$ cat src/hdl/itp_pkg.sv
// Shared types and constants for the prescaled interval timer.
// Used by itp_core and interval_timer_prescaled; depends on nothing.
`default_nettype none

package itp_pkg;

   // Operation codes carried by an input item.
   typedef enum logic [1:0] {
      OP_TICK  = 2'd0,
      OP_READ  = 2'd1,
      OP_WRITE = 2'd2
   } op_type;

   // Register offsets.
   localparam logic [2:0] REG_INTERVAL_LO = 3'd0;
   localparam logic [2:0] REG_INTERVAL_HI = 3'd1;
   localparam logic [2:0] REG_COUNT_LO    = 3'd2;
   localparam logic [2:0] REG_COUNT_HI    = 3'd3;
   localparam logic [2:0] REG_CONTROL     = 3'd4;
   localparam logic [2:0] REG_RUN         = 3'd5;

   // Control byte layout.
   localparam int CTRL_WIDTH   = 4;
   localparam int PRESEL_WIDTH = 3;

   // One item held in the input register.
   typedef struct packed {
      op_type      op;
      logic [2:0]  offset;
      logic [7:0]  data;
   } item_type;

   // One result item.
   typedef struct packed {
      logic [7:0] read_data;
      logic       irq_pulse;
   } result_type;

endpackage : itp_pkg

`default_nettype wire

$ cat src/hdl/interval_timer_prescaled.sv
// Top level of the prescaled interval timer: input register, core, result register.
// Depends on itp_pkg and itp_core.
//
// Usage: each transfer on the req_ channel is a timer tick, a byte read or a
// byte write at offsets 0 to 5. Each item gives exactly one transfer on the
// rsp_ channel carrying the read byte (zero for ticks and writes) and the
// interrupt pulse (set only on the tick at which the counter hit the interval).
// Each accepted item is held in the input register and then in the result
// register, from which it is presented on rsp_.
// Throughput: one item per cycle while rsp_stall stays low; the item register feeds
// the timer logic and the result register in one pass, so nothing else limits the rate.
// Stalls: while rsp_stall holds a result, the input register can still take
// one more transfer; after that req_stall rises until the result is taken.
// Reset: synchronous and active high; it empties both registers and clears
// interval, counter, control, run bit and prescaler to zero.
`default_nettype none

module interval_timer_prescaled
   import itp_pkg::*;
(
   input  wire logic       clock,
   input  wire logic       reset,
   input  wire logic       req_valid,
   output logic            req_stall,
   input  wire logic [1:0] req_operation,
   input  wire logic [2:0] req_reg_offset,
   input  wire logic [7:0] req_write_data,
   output logic            rsp_valid,
   input  wire logic       rsp_stall,
   output logic [7:0]      rsp_read_data,
   output logic            rsp_irq_pulse
);

   logic       item_valid_ff, item_valid_in;
   item_type   item_ff;
   logic       rsp_valid_ff, rsp_valid_in;
   result_type rsp_ff;
   result_type core_result;
   logic       advance;
   logic       fire;
   logic       req_take;

   // Handshake control between the two registers.
   always_comb begin
      advance       = !rsp_valid_ff || !rsp_stall;
      fire          = item_valid_ff && advance;
      req_stall     = item_valid_ff && !advance;
      req_take      = req_valid && !req_stall;
      item_valid_in = req_take || (item_valid_ff && !fire);
      rsp_valid_in  = fire || (rsp_valid_ff && rsp_stall);
   end

   // Control registers.
   always_ff @(posedge clock) begin
      if (reset) begin
         item_valid_ff <= 1'b0;
         rsp_valid_ff  <= 1'b0;
      end else begin
         item_valid_ff <= item_valid_in;
         rsp_valid_ff  <= rsp_valid_in;
      end
   end

   // Input item register.
   always_ff @(posedge clock) begin
      if (req_take) begin
         item_ff.op     <= op_type'(req_operation);
         item_ff.offset <= req_reg_offset;
         item_ff.data   <= req_write_data;
      end
   end

   // Timer state and item handling.
   itp_core u_core (
      .clock  (clock),
      .reset  (reset),
      .fire   (fire),
      .item   (item_ff),
      .result (core_result)
   );

   // Result register.
   always_ff @(posedge clock) begin
      if (fire) begin
         rsp_ff <= core_result;
      end
   end

   assign rsp_valid     = rsp_valid_ff;
   assign rsp_read_data = rsp_ff.read_data;
   assign rsp_irq_pulse = rsp_ff.irq_pulse;

endmodule : interval_timer_prescaled

`default_nettype wire

$ cat src/hdl/itp_core.sv
// Timer state registers and the single-pass logic that handles one item.
// Depends on itp_pkg.
`default_nettype none

module itp_core
   import itp_pkg::*;
(
   input  wire logic       clock,
   input  wire logic       reset,
   input  wire logic       fire,
   input  wire item_type   item,
   output result_type      result
);

   logic [15:0]           interval_ff, interval_in;
   logic [15:0]           count_ff, count_in;
   logic [CTRL_WIDTH-1:0] control_ff, control_in;
   logic                  run_ff, run_in;
   logic [7:0]            prescale_ff, prescale_in;

   logic [7:0]  prescale_next;
   logic [7:0]  prescale_limit;
   logic [15:0] count_next;
   logic        tick_irq;

   // Prescaler and counter advance for a tick.
   always_comb begin
      prescale_next  = prescale_ff + 8'd1;
      prescale_limit = 8'd1 << control_ff[PRESEL_WIDTH-1:0];
      count_next     = count_ff + 16'd1;
   end

   // Next state and result for the item in the input register.
   always_comb begin
      interval_in = interval_ff;
      count_in    = count_ff;
      control_in  = control_ff;
      run_in      = run_ff;
      prescale_in = prescale_ff;
      tick_irq    = 1'b0;
      result      = '0;
      case (item.op)
         OP_TICK: begin
            if (run_ff) begin
               if (prescale_next < prescale_limit) begin
                  prescale_in = prescale_next;
               end else begin
                  prescale_in = '0;
                  if (interval_ff == 16'd0) begin
                     count_in = '0;
                  end else if (count_next >= interval_ff) begin
                     count_in = '0;
                     tick_irq = 1'b1;
                  end else begin
                     count_in = count_next;
                  end
               end
            end
            result.irq_pulse = tick_irq;
         end
         OP_READ: begin
            unique case (item.offset)
               REG_INTERVAL_LO: result.read_data = interval_ff[7:0];
               REG_INTERVAL_HI: result.read_data = interval_ff[15:8];
               REG_COUNT_LO:    result.read_data = count_ff[7:0];
               REG_COUNT_HI:    result.read_data = count_ff[15:8];
               REG_CONTROL:     result.read_data = {{(8-CTRL_WIDTH){1'b0}}, control_ff};
               REG_RUN:         result.read_data = {7'd0, run_ff};
               default:         result.read_data = '0;
            endcase
         end
         OP_WRITE: begin
            unique case (item.offset) inside
               REG_INTERVAL_LO:            interval_in[7:0]  = item.data;
               REG_INTERVAL_HI:            interval_in[15:8] = item.data;
               REG_COUNT_LO, REG_COUNT_HI: count_in          = '0;
               REG_CONTROL:                control_in = item.data[CTRL_WIDTH-1:0];
               REG_RUN:                    run_in            = item.data[0];
               default:                    ;
            endcase
         end
         default: ;
      endcase
   end

   // State registers advance only when the item is handed on.
   always_ff @(posedge clock) begin
      if (reset) begin
         interval_ff <= '0;
         count_ff    <= '0;
         control_ff  <= '0;
         run_ff      <= 1'b0;
         prescale_ff <= '0;
      end else if (fire) begin
         interval_ff <= interval_in;
         count_ff    <= count_in;
         control_ff  <= control_in;
         run_ff      <= run_in;
         prescale_ff <= prescale_in;
      end
   end

endmodule : itp_core

`default_nettype wire
$ cat config.mk
export PLATFORM = sky130hd
export DESIGN_NAME = interval_timer_prescaled
export DESIGN_NICKNAME = d
export VERILOG_FILES = /design/src/hdl/itp_pkg.sv /design/src/hdl/interval_timer_prescaled.sv /design/src/hdl/itp_core.sv
export SDC_FILE = /design/constraint.sdc
export NUM_CORES = 1
export LEC_CHECK = 0
export BUFFER_PORTS_ARGS = -buffer_cell sky130_fd_sc_hd__buf_2
export CORE_UTILIZATION = 30
export DETAILED_ROUTE_END_ITERATION = 10
export GPL_TIMING_DRIVEN = 1
export PLACE_DENSITY_LB_ADDON = 0.15
export SYNTH_ARGS = -nofsm -noshare
export SYNTH_HDL_FRONTEND = slang
export SYNTH_SLANG_ARGS = --single-unit
$ cat constraint.sdc
create_clock -name clock -period 3.75 [get_ports clock]
set_clock_uncertainty 0.1 [all_clocks]
set_input_delay 0.375 -clock clock [delete_from_list [all_inputs] [get_ports clock]]
set_output_delay 0.375 -clock clock [all_outputs]
set_load 0.01 [all_outputs]
# Word level (Yosys, flattened, before mapping)
# Index checks and enable logic that the tools add are counted.
[totals] regBits=69 input_bits=17 out_inout_bits=11 wordCells=64
[classes] add_sub_neg=2 n_lt_le_gt_ge=2 n_eq_ne=10 shifts=1 n_mux=9 bitwise=2 reduce_logical=25
[op_table] operator="$mux W16" n=5
[op_table] operator="$pmux W8 S6" n=1
[op_table] operator="$pmux W16 S2" n=1
[op_table] operator="$add A16 B1 Y16 const B" n=1
[op_table] operator="$ge A16 B16 Y1" n=1
[op_table] operator="$logic_not A16 Y1" n=1
[op_table] operator="$reduce_and A3 Y1" n=5
[op_table] operator="$add A8 B1 Y8 const B" n=1
[op_table] operator="$lt A8 B8 Y1" n=1
[op_table] operator="$mux W8" n=1
[op_table] operator="$shl A1 B3 Y8 const A" n=1
[op_table] operator="$eq A3 B2 Y1 const B" n=2
[op_table] operator="$eq A3 B3 Y1 const B" n=2
[op_table] operator="$logic_and A1 B1 Y1" n=5
[op_table] operator="$logic_not A1 Y1" n=5
[op_table] operator="$reduce_and A5 Y1" n=1
[op_table] operator="$ne A2 B2 Y1 const B" n=2
[op_table] operator="$reduce_or A4 Y1" n=1
[op_table] operator="$eq A3 B1 Y1 const B" n=1
[op_table] operator="$logic_not A3 Y1" n=1
[op_table] operator="$logic_or A1 B1 Y1" n=3
[op_table] operator="$eq A2 B1 Y1 const B" n=1
[op_table] operator="$eq A2 B2 Y1 const B" n=1
[op_table] operator="$logic_not A2 Y1" n=1
[op_table] operator="5 further kinds" n=6

# Longest topological paths before layout
# Gate-level depths: netlist (run 1).
[depth] word_depth=7 mapped_depth=13 mapped_depth_nobuf=11

# Modules after synthesis
# Synthesis (run 1) repeated with hierarchy kept, for this count alone.
[unflattened] cells_unflattened=439 area_unflattened_um2=4012.6
[modules_own_cells] mod="itp_core" n_inst=1 cells_each=407 area_per_inst_um2=3265.6
[modules_own_cells] mod="interval_timer_prescaled" n_inst=1 cells_each=32 area_per_inst_um2=747.0

# Worst setup path after synthesis (run 1)
# No wires, ideal clock.
[synth_path] path_type="reg2reg" startpoint="register u_core.count_ff[3]" endpoint="register u_core.count_ff[3]" arrival_time_ns=3.026 t_required_ns=3.521 path_slack_ns=0.495 stages_incl_launch_ff=13 n_path_buf=1 path_cell_list="dfxtp_1 -> and3_2 -> nand4_4 -> or4_4 -> xnor2_1 -> ha_1 -> nand4_1 -> or3_1 -> o31ai_2 -> nor3_4 -> buf_4 -> a32oi_1 -> o41ai_2"
[synth_between] elab_chain_len=7
[synth_lines] element="start, declared" line="itp_core.sv:16" text="logic [15:0] count_ff, count_in;"
[synth_lines] element="start signal, assigned" line="itp_core.sv:96" text="count_ff <= count_in;"
[synth_lines] element="$add A16 B1 Y16 (*)" line="itp_core.sv:30" text="count_next = count_ff + 16'd1;"
[synth_lines] element="$ge A16 B16 Y1" line="itp_core.sv:51" text="end else if (count_next >= interval_ff) begin"
[synth_lines] element="$mux W16 (*)" line="itp_core.sv:51"
[synth_lines] element="$mux W16 (*)" line="itp_core.sv:49" text="if (interval_ff == 16'd0) begin"
[synth_lines] element="$mux W16 (*)" line="itp_core.sv:45" text="if (prescale_next < prescale_limit) begin"
[synth_lines] element="$mux W16 (*)" line="itp_core.sv:44" text="if (run_ff) begin"
[synth_lines] element="$pmux W16 S2 (*)" line="itp_core.sv:42" text="case (item.op)"
# Mark *: on every way between the ends. The rest lies on a longest branch, timed or not. The select of a mux whose other input is x is not followed.
# A chain may end at the register's enable or synchronous reset.

# Final worst setup path (run 1)
# Same ends and word-level chain as after synthesis.

==> results of run 1 <==
## cells in the final DEF, fill, tap and decap left out, types with 3 or more instances in the layout
cell / netlist / layout
xnor2_1: 14 / 14
o41ai_1: 6 / 6
and3_1: 10 / 10
nor2b_1: 4 / 4
o21ai_0: 12 / 12
nand3_1: 18 / 18
nor2_1: 45 / 45
dfxtp_1: 47 / 47
ha_1: 25 / 25
nand3b_1: 7 / 7
nand2_1: 22 / 22
mux2i_1: 35 / 35
nand4_1: 7 / 7
a32oi_1: 7 / 7
inv_1: 23 / 23
a211o_1: 4 / 4
xor2_1: 6 / 6
buf_4: 2 / 4
buf_2: 4 / 27
o22a_1: 6 / 6
a21oi_1: 20 / 20
edfxtp_1: 22 / 22
inv_6: 0 / 3
nor4_1: 6 / 6
clkbuf_16: 0 / 10
nor3_1: 5 / 5
## power breakdown
group / total (mW) / switching (mW) / internal [mW]
combinational: 0.0644 / 0.0399 / 0.0245
sequential: 0.806 / 0.0194 / 0.787
clock: 0.869 / 0.354 / 0.515
## area by class of cell
class | count | area share (%)
flip-flops and latches | 69 | 34.04
repair buffers | 32 | 3.750
well taps | 176 | 4.681
clock inverters | 4 | 0.7447
clock buffers | 12 | 5.691
inverters | 23 | 1.835
multi-input cells | 311 | 49.26
## layer usage
metal  share of wire [%]  wire length [um]
met5                   0                 0
met4                 1.9               197
met3                 3.3               353
met2                  43              4533
met1                  52              5479
## flip-flops by register name (all words and copies together) (netlist names), 4 cells and up
register and flops:
u_core.interval_ff 16, u_core.count_ff 16, rsp_read_data 8, u_core.control_ff 4
item_ff 13, u_core.prescale_ff 8
## what timing repair did
action / 4_1_cts / 5_1_grt
endpoints found under the setup margin: 0 / 1
setup buffers: 0 / 0
hold buffers: 0 / 0
resized for setup: 0 / 1
## kinds of logic after synthesis
family | after synthesis | share of synthesized area [%]
adder cells (fa/ha/maj) | 25 | 7.571
AND/OR/NAND/NOR | 148 | 20.50
XOR/XNOR | 20 | 4.240
AO/OA/AOI/OAI | 83 | 15.29
flip-flops | 69 | 38.76
buffers and inverters | 47 | 5.148
multiplexers | 35 | 8.480
## path summary, 6_finish.rpt
path,cells after the start,start,endpoint,slack [ns]
min,1,req_reg_offset[1],item_ff[9]$_DFFE_PP_,0.1
max reg2reg,12,u_core.count_ff[3]$_SDFFE_PP0P_,u_core.count_ff[3]$_SDFFE_PP0P_,0.29
min reg2reg,2,u_core.prescale_ff[1]$_SDFFE_PP0P_,u_core.prescale_ff[1]$_SDFFE_PP0P_,0.37
max,12,u_core.count_ff[3]$_SDFFE_PP0P_,u_core.count_ff[3]$_SDFFE_PP0P_,0.29
## worst register-to-register path, delay by kind of cell (launching register included)
family,cells,cell delay [ns]
compound gates,3,0.62
xor+xnor,1,0.20
fa+ha+maj,1,0.34
flops,1,0.46
simple gates,6,1.47
buf+inv,1,0.18
## stage by stage
step	utilization (%)	worst slack (ns)	area, um2	hold slack, ns
finish	35.25	0.2897	4705	0.09716
global route	35.25	0.05247	4705	0.08655
CTS	35.22	0.2668	4701	0.08320
detailed placement	32.95	0.2884	4398	0.3616
global placement	32.95	0.3599	4398	0.3550
floorplan	-	0.4953	4131	0.3423
==> metrics.md, run 1 <==
| Metric | Value |
|---|---|
| Clk buf depth | 2 |
| CP top delay family | simple AND/OR/NAND/NOR gates |
| CTS Buf Count | 9 |
| WL final | 10,560 um |
| GR Layer Usage met1 | 22.96% |
| Clk pin slew, worst setup/hold paths | 0.07 ns |
| VDD IR max | 0.2693 mV |
| Number of synthesized flops with an enable pin | 22 |
| Worst slew margin | 23.82% |
| Synth top cells by count | dfxtp_1, nor2_1, mux2i_1 |
| 1st-pass router iterations | 4 |
| WP data arrival | 3.57 ns |
| Inst Count DP | 611 |
| Area share of the largest cell type after synthesis | 22.77% |
| Max incr delay on CP | 0.46 ns |
| Fraction of registers with async set/reset | 0% |
| First-pass GRT wire length | 17,290 um |
| M3 GR Usage | 2.921% |
| Fraction of layout cells with a size suffix above 1 | 15.74% |
| Minimum clock period | 3.460 ns |
| Multi-input gate area | 2317 um2 |
| Grt met2 use | 23.58% |
| Gr busiest metal | met2 |
| CTS root buffer | clkbuf_16 |
| Ports | 28 |
| Synth Cell Area | 4131 um2 |
| Post-route setup TNS | 0 ns |
| Antenna Cells | 0 |
| Initial antenna violation count | 0 |
| Post-DP HPWL | 7728 um |
| Fill cell count | 1,399 |
| Crit path max fanout | 16 |
| HP Class | input pin to register |
| Die area | 14,240 um2 |
| Pwr dens | 369.7 nW/um2 |
| CTS Sinks | 69 |
| Hold Fails Final Rpt | 0 |
| Synthesized area per cell | 9.676 um2 |
| Crit path buf inv count | 1 |
| RSZ-0062 raised after global routing | false |
| Routability cong. | 0.8156 |
| Crit-path slowest cell | dfxtp_1 |
| Antenna viol nets, final | 0 |
| Tot GR Track Use | 16.08% |
| Register area share after synthesis | 38.76% |
| Die Span X | 119.4 um |
| Port Buffers | 27 |
| Leak | 1.745 nW |
| Netlist cell types | 71 |
| Yosys warnings | 0 |
| DRC viols | 0 |
| Top-count cell post-synth | dfxtp_1 |
| Worst Max-Slew Pin Slew | 1.140 ns |
| Synth area leader | dfxtp_1 |
| DRT iter0 DRCs | 206 |
| Cells along the critical path | and3_2 > nand4_4 > nor4_1 > xor2_1 > ha_1 > nand4_1 > or3_1 > o31ai_2 > nor3_4 > buf_6 > a32oi_1 > o41ai_2 |
| Crit end category | register |
| Register area | 1602 um2 |
| Max-slew violations | 0 |
| Largest net degree at the start of global routing | 47 |
| Routed wire per std cell | 16.85 um |
| Setup Crit Path Kind | register to register |
| Grt ovf | 0 |
| Cells after synthesis | 427 |
| Initial Utilization | 30.95% |
| Top post-synthesis cells by area | dfxtp_1, edfxtp_1, mux2i_1 |
| Post-synth top flop | dfxtp_1 |
| P&R area growth vs syn | 13.87% |
| Max-cap violation count | 0 |
| Fmax | 289.0 MHz |
| Die Height | 119.4 um |
| Seq cells post-synth | 69 |
| Number of cell rows | 42 |
| Vias in the first global route | 3,106 |
| Layout Cells excl Fill | 627 |
| Crit share post-route | 92.28% |
| Clock latency at the later pin of the worst-skew pair | 0.35 ns |
| Power Total | 1.739 mW |
| Core box area | 13,350 um2 |
| Outcome | completed |
| Syn nets | 469 |
| CTS tree | built |
| Crit start category | register |
| DR vias | 3,240 |
| CTS H-tree depth | 3 |
| CP required | 3.86 ns |
| Final setup fails | 0 |
| Total Nets Final | 488 |
| Via-per-instance ratio | 5.167 |
Note: power is estimated with default switching activity, not from simulation.
==> run 2, diff against run 1 <==
- PLACE_DENSITY: not set -> 0.52
- PLACE_DENSITY_LB_ADDON: 0.15 -> not set
==> metrics.md, run 2 (synthesis results as in run 1) <==
| Metric | Value |
|---|---|
| Outcome | completed |
| Core Util, Final | 35.25% (about the same) |
| Die area | 14,240 um2 (unchanged) |
| DP Worst Slack | 0.2973 ns (+0.008968 ns) |
| Reg2reg setup slack | 0.26 ns (-0.02 ns) |
| Post-DP HPWL | 7453 um (-3.6%) |
| M1 WL | 4765 um (-13%) |
| Initial Utilization | 30.95% (unchanged) |
| Hold Fails Final Rpt | 0 (unchanged) |
| HP Class | input pin to register |
| Routability cong. | 0.8492 (+4.1%) |
| Worst Max-Slew Pin Slew | 1.096 ns (-0.04413 ns) |
| Post-route setup TNS | 0 ns (unchanged) |
| Max-slew violations | 0 (unchanged) |
| WP depth | 12 (unchanged) |
| Pwr dens | 368.7 nW/um2 (-0.27%) |
| Post-cts gate resize count | 0 (unchanged) |
| Fraction of layout cells with a size suffix above 1 | 15.93% (+0.19 points) |
| Routed wire per std cell | 15.89 um (-5.6%) |
| Inst Count DP | 612 (+0.16%) |
| Die Span X | 119.4 um (unchanged) |
| Crit-path slowest cell | or4_4 |
| Most frequent cells in the layout | dfxtp_1, nor2_1, mux2i_1 |
| Total Nets Final | 489 (+0.20%) |
| Reg2Reg Capture Point | u_core.count_ff[3]$_SDFFE_PP0P_ |
| WL final | 9982 um (-5.5%) |
| PnR worst setup slack | 0.2649 ns (-0.02476 ns) |
| Crit path max fanout | 8 (-8) |
| Port Buffers | 27 (unchanged) |
| Clock latency at the later pin of the worst-skew pair | 0.34 ns (about the same) |
| Via-per-instance ratio | 5.245 (+1.5%) |
| First-pass GRT wire length | 16,240 um (-6.1%) |
| CP required | 3.86 ns (about the same) |
| Core box area | 13,350 um2 (unchanged) |
| DRC viols | 0 (unchanged) |
| Layout Cells excl Fill | 628 (+0.16%) |
| Setup Crit Path Kind | register to register |
| Hold Path Origin | req_write_data[6] |
| Fill cell count | 1,391 (-0.57%) |
| CP top delay family | simple AND/OR/NAND/NOR gates |
| Crit share post-route | 92.94% (+0.66 points) |
| Register area | 1602 um2 (unchanged) |
| DRT iter0 DRCs | 128 (-38%) |
| Final setup fails | 0 (unchanged) |
| Grt ovf | 0 (unchanged) |
| CTS Sinks | 69 (unchanged) |
| Fmax | 286.9 MHz (-0.71%) |
| Crit path buf inv count | 1 (unchanged) |
| Worst slew margin | 26.77% (+2.9 points) |
| Max-cap violation count | 0 (unchanged) |
| Leak | 1.740 nW (-0.28%) |
| CTS H-tree depth | 3 (unchanged) |
| Reg2reg start | u_core.count_ff[3]$_SDFFE_PP0P_ |
| Vias in the first global route | 3,081 (-0.80%) |
| Antenna Cells | 0 (unchanged) |
| CTS tree | built |
| R2R cell count | 12 (unchanged) |
| Initial antenna violation count | 0 (unchanged) |
| Cells along the critical path | and3_2 > nand4_4 > or4_4 > xnor2_1 > ha_1 > nand4_1 > or3_1 > o31ai_2 > nor3_4 > buf_4 > a32oi_1 > o41ai_2 |
| WHS Endpoint | item_ff[6]$_DFFE_PP_ |
| Number of cell rows | 42 (unchanged) |
| Tot GR Track Use | 14.98% (-1.1 points) |
| Crit end category | register |
| Clk buf depth | 2 (unchanged) |
| CTS Buf Count | 9 (unchanged) |
| VDD IR max | 0.2880 mV (+6.9%) |
| 1st-pass router iterations | 6 (+2) |
| RSZ-0062 raised after global routing | false |
| WL met2 | 4495 um (-0.84%) |
| Largest regs | u_core.count_ff: 16 flops, u_core.interval_ff: 16 flops, item_ff: 13 flops |
| Max incr delay on CP | 0.48 ns (+0.02 ns) |
| Top Layer Used | met4 |
| Antenna viol nets, final | 0 (unchanged) |
| DR vias | 3,294 (+1.7%) |
| Met3 wire len | 590 um (+67%) |
| Minimum clock period | 3.485 ns (+0.02476 ns) |
| WP data arrival | 3.60 ns (+0.03 ns) |
| Placed cell areas | 4405 um2 (+0.17%) |
| Hold Path Depth | 1 (unchanged) |
| Clk pin slew, worst setup/hold paths | 0.06 ns (about the same) |
| Hold Slack | 0.1086 ns (+0.01148 ns) |
| Commonest non-fill, non-tap cell in the layout | dfxtp_1 |
| Multi-input gate area | 2317 um2 (unchanged) |
| Power Total | 1.735 mW (-0.25%) |
| Largest net degree at the start of global routing | 47 (unchanged) |
| CTS root buffer | clkbuf_16 |
| Ports | 28 (unchanged) |
| Hold_buf cts | 0 (unchanged) |
| Crit start category | register |
| Cell area after layout | 4706 um2 (about the same) |
| Die Height | 119.4 um (unchanged) |
| Post-CTS setup buffer count | 0 (unchanged) |
| P&R area growth vs syn | 13.90% (about the same) |
-- run 2: layout make-up --
type / count / share of cell area, %
clock buffers: 10 / 4.866
repair buffers: 33 / 3.829
well taps: 176 / 4.680
flip-flops and latches: 69 / 34.03
multi-input cells: 311 / 49.24
clock inverters: 6 / 1.516
inverters: 23 / 1.835
-- run 2: worst max path at each step --
stage / start / endpoint
after floorplan: u_core.count_ff[3]$_SDFFE_PP0P_ / u_core.count_ff[3]$_SDFFE_PP0P_
after global placement: u_core.count_ff[3]$_SDFFE_PP0P_ / u_core.count_ff[3]$_SDFFE_PP0P_
after detailed placement: u_core.count_ff[3]$_SDFFE_PP0P_ / u_core.count_ff[3]$_SDFFE_PP0P_
after CTS: u_core.count_ff[3]$_SDFFE_PP0P_ / u_core.count_ff[3]$_SDFFE_PP0P_
after global routing: u_core.count_ff[3]$_SDFFE_PP0P_ / u_core.count_ff[3]$_SDFFE_PP0P_
final: u_core.count_ff[3]$_SDFFE_PP0P_ / u_core.count_ff[3]$_SDFFE_PP0P_
-- run 2: report_power, final --
part	leakage, nW	total (mW)	switching (mW)	internal, mW
logic	1.01	0.0641	0.0396	0.0245
clock network	0.140	0.864	0.343	0.521
registers	0.588	0.806	0.0198	0.787
-- run 2: per-layer routing --
layer	vias up	GRT usage [%]
li1	1618	-
met2	74	23.00
met4	0	4.531
met5	-	0
met3	11	3.496
met1	1591	20.76
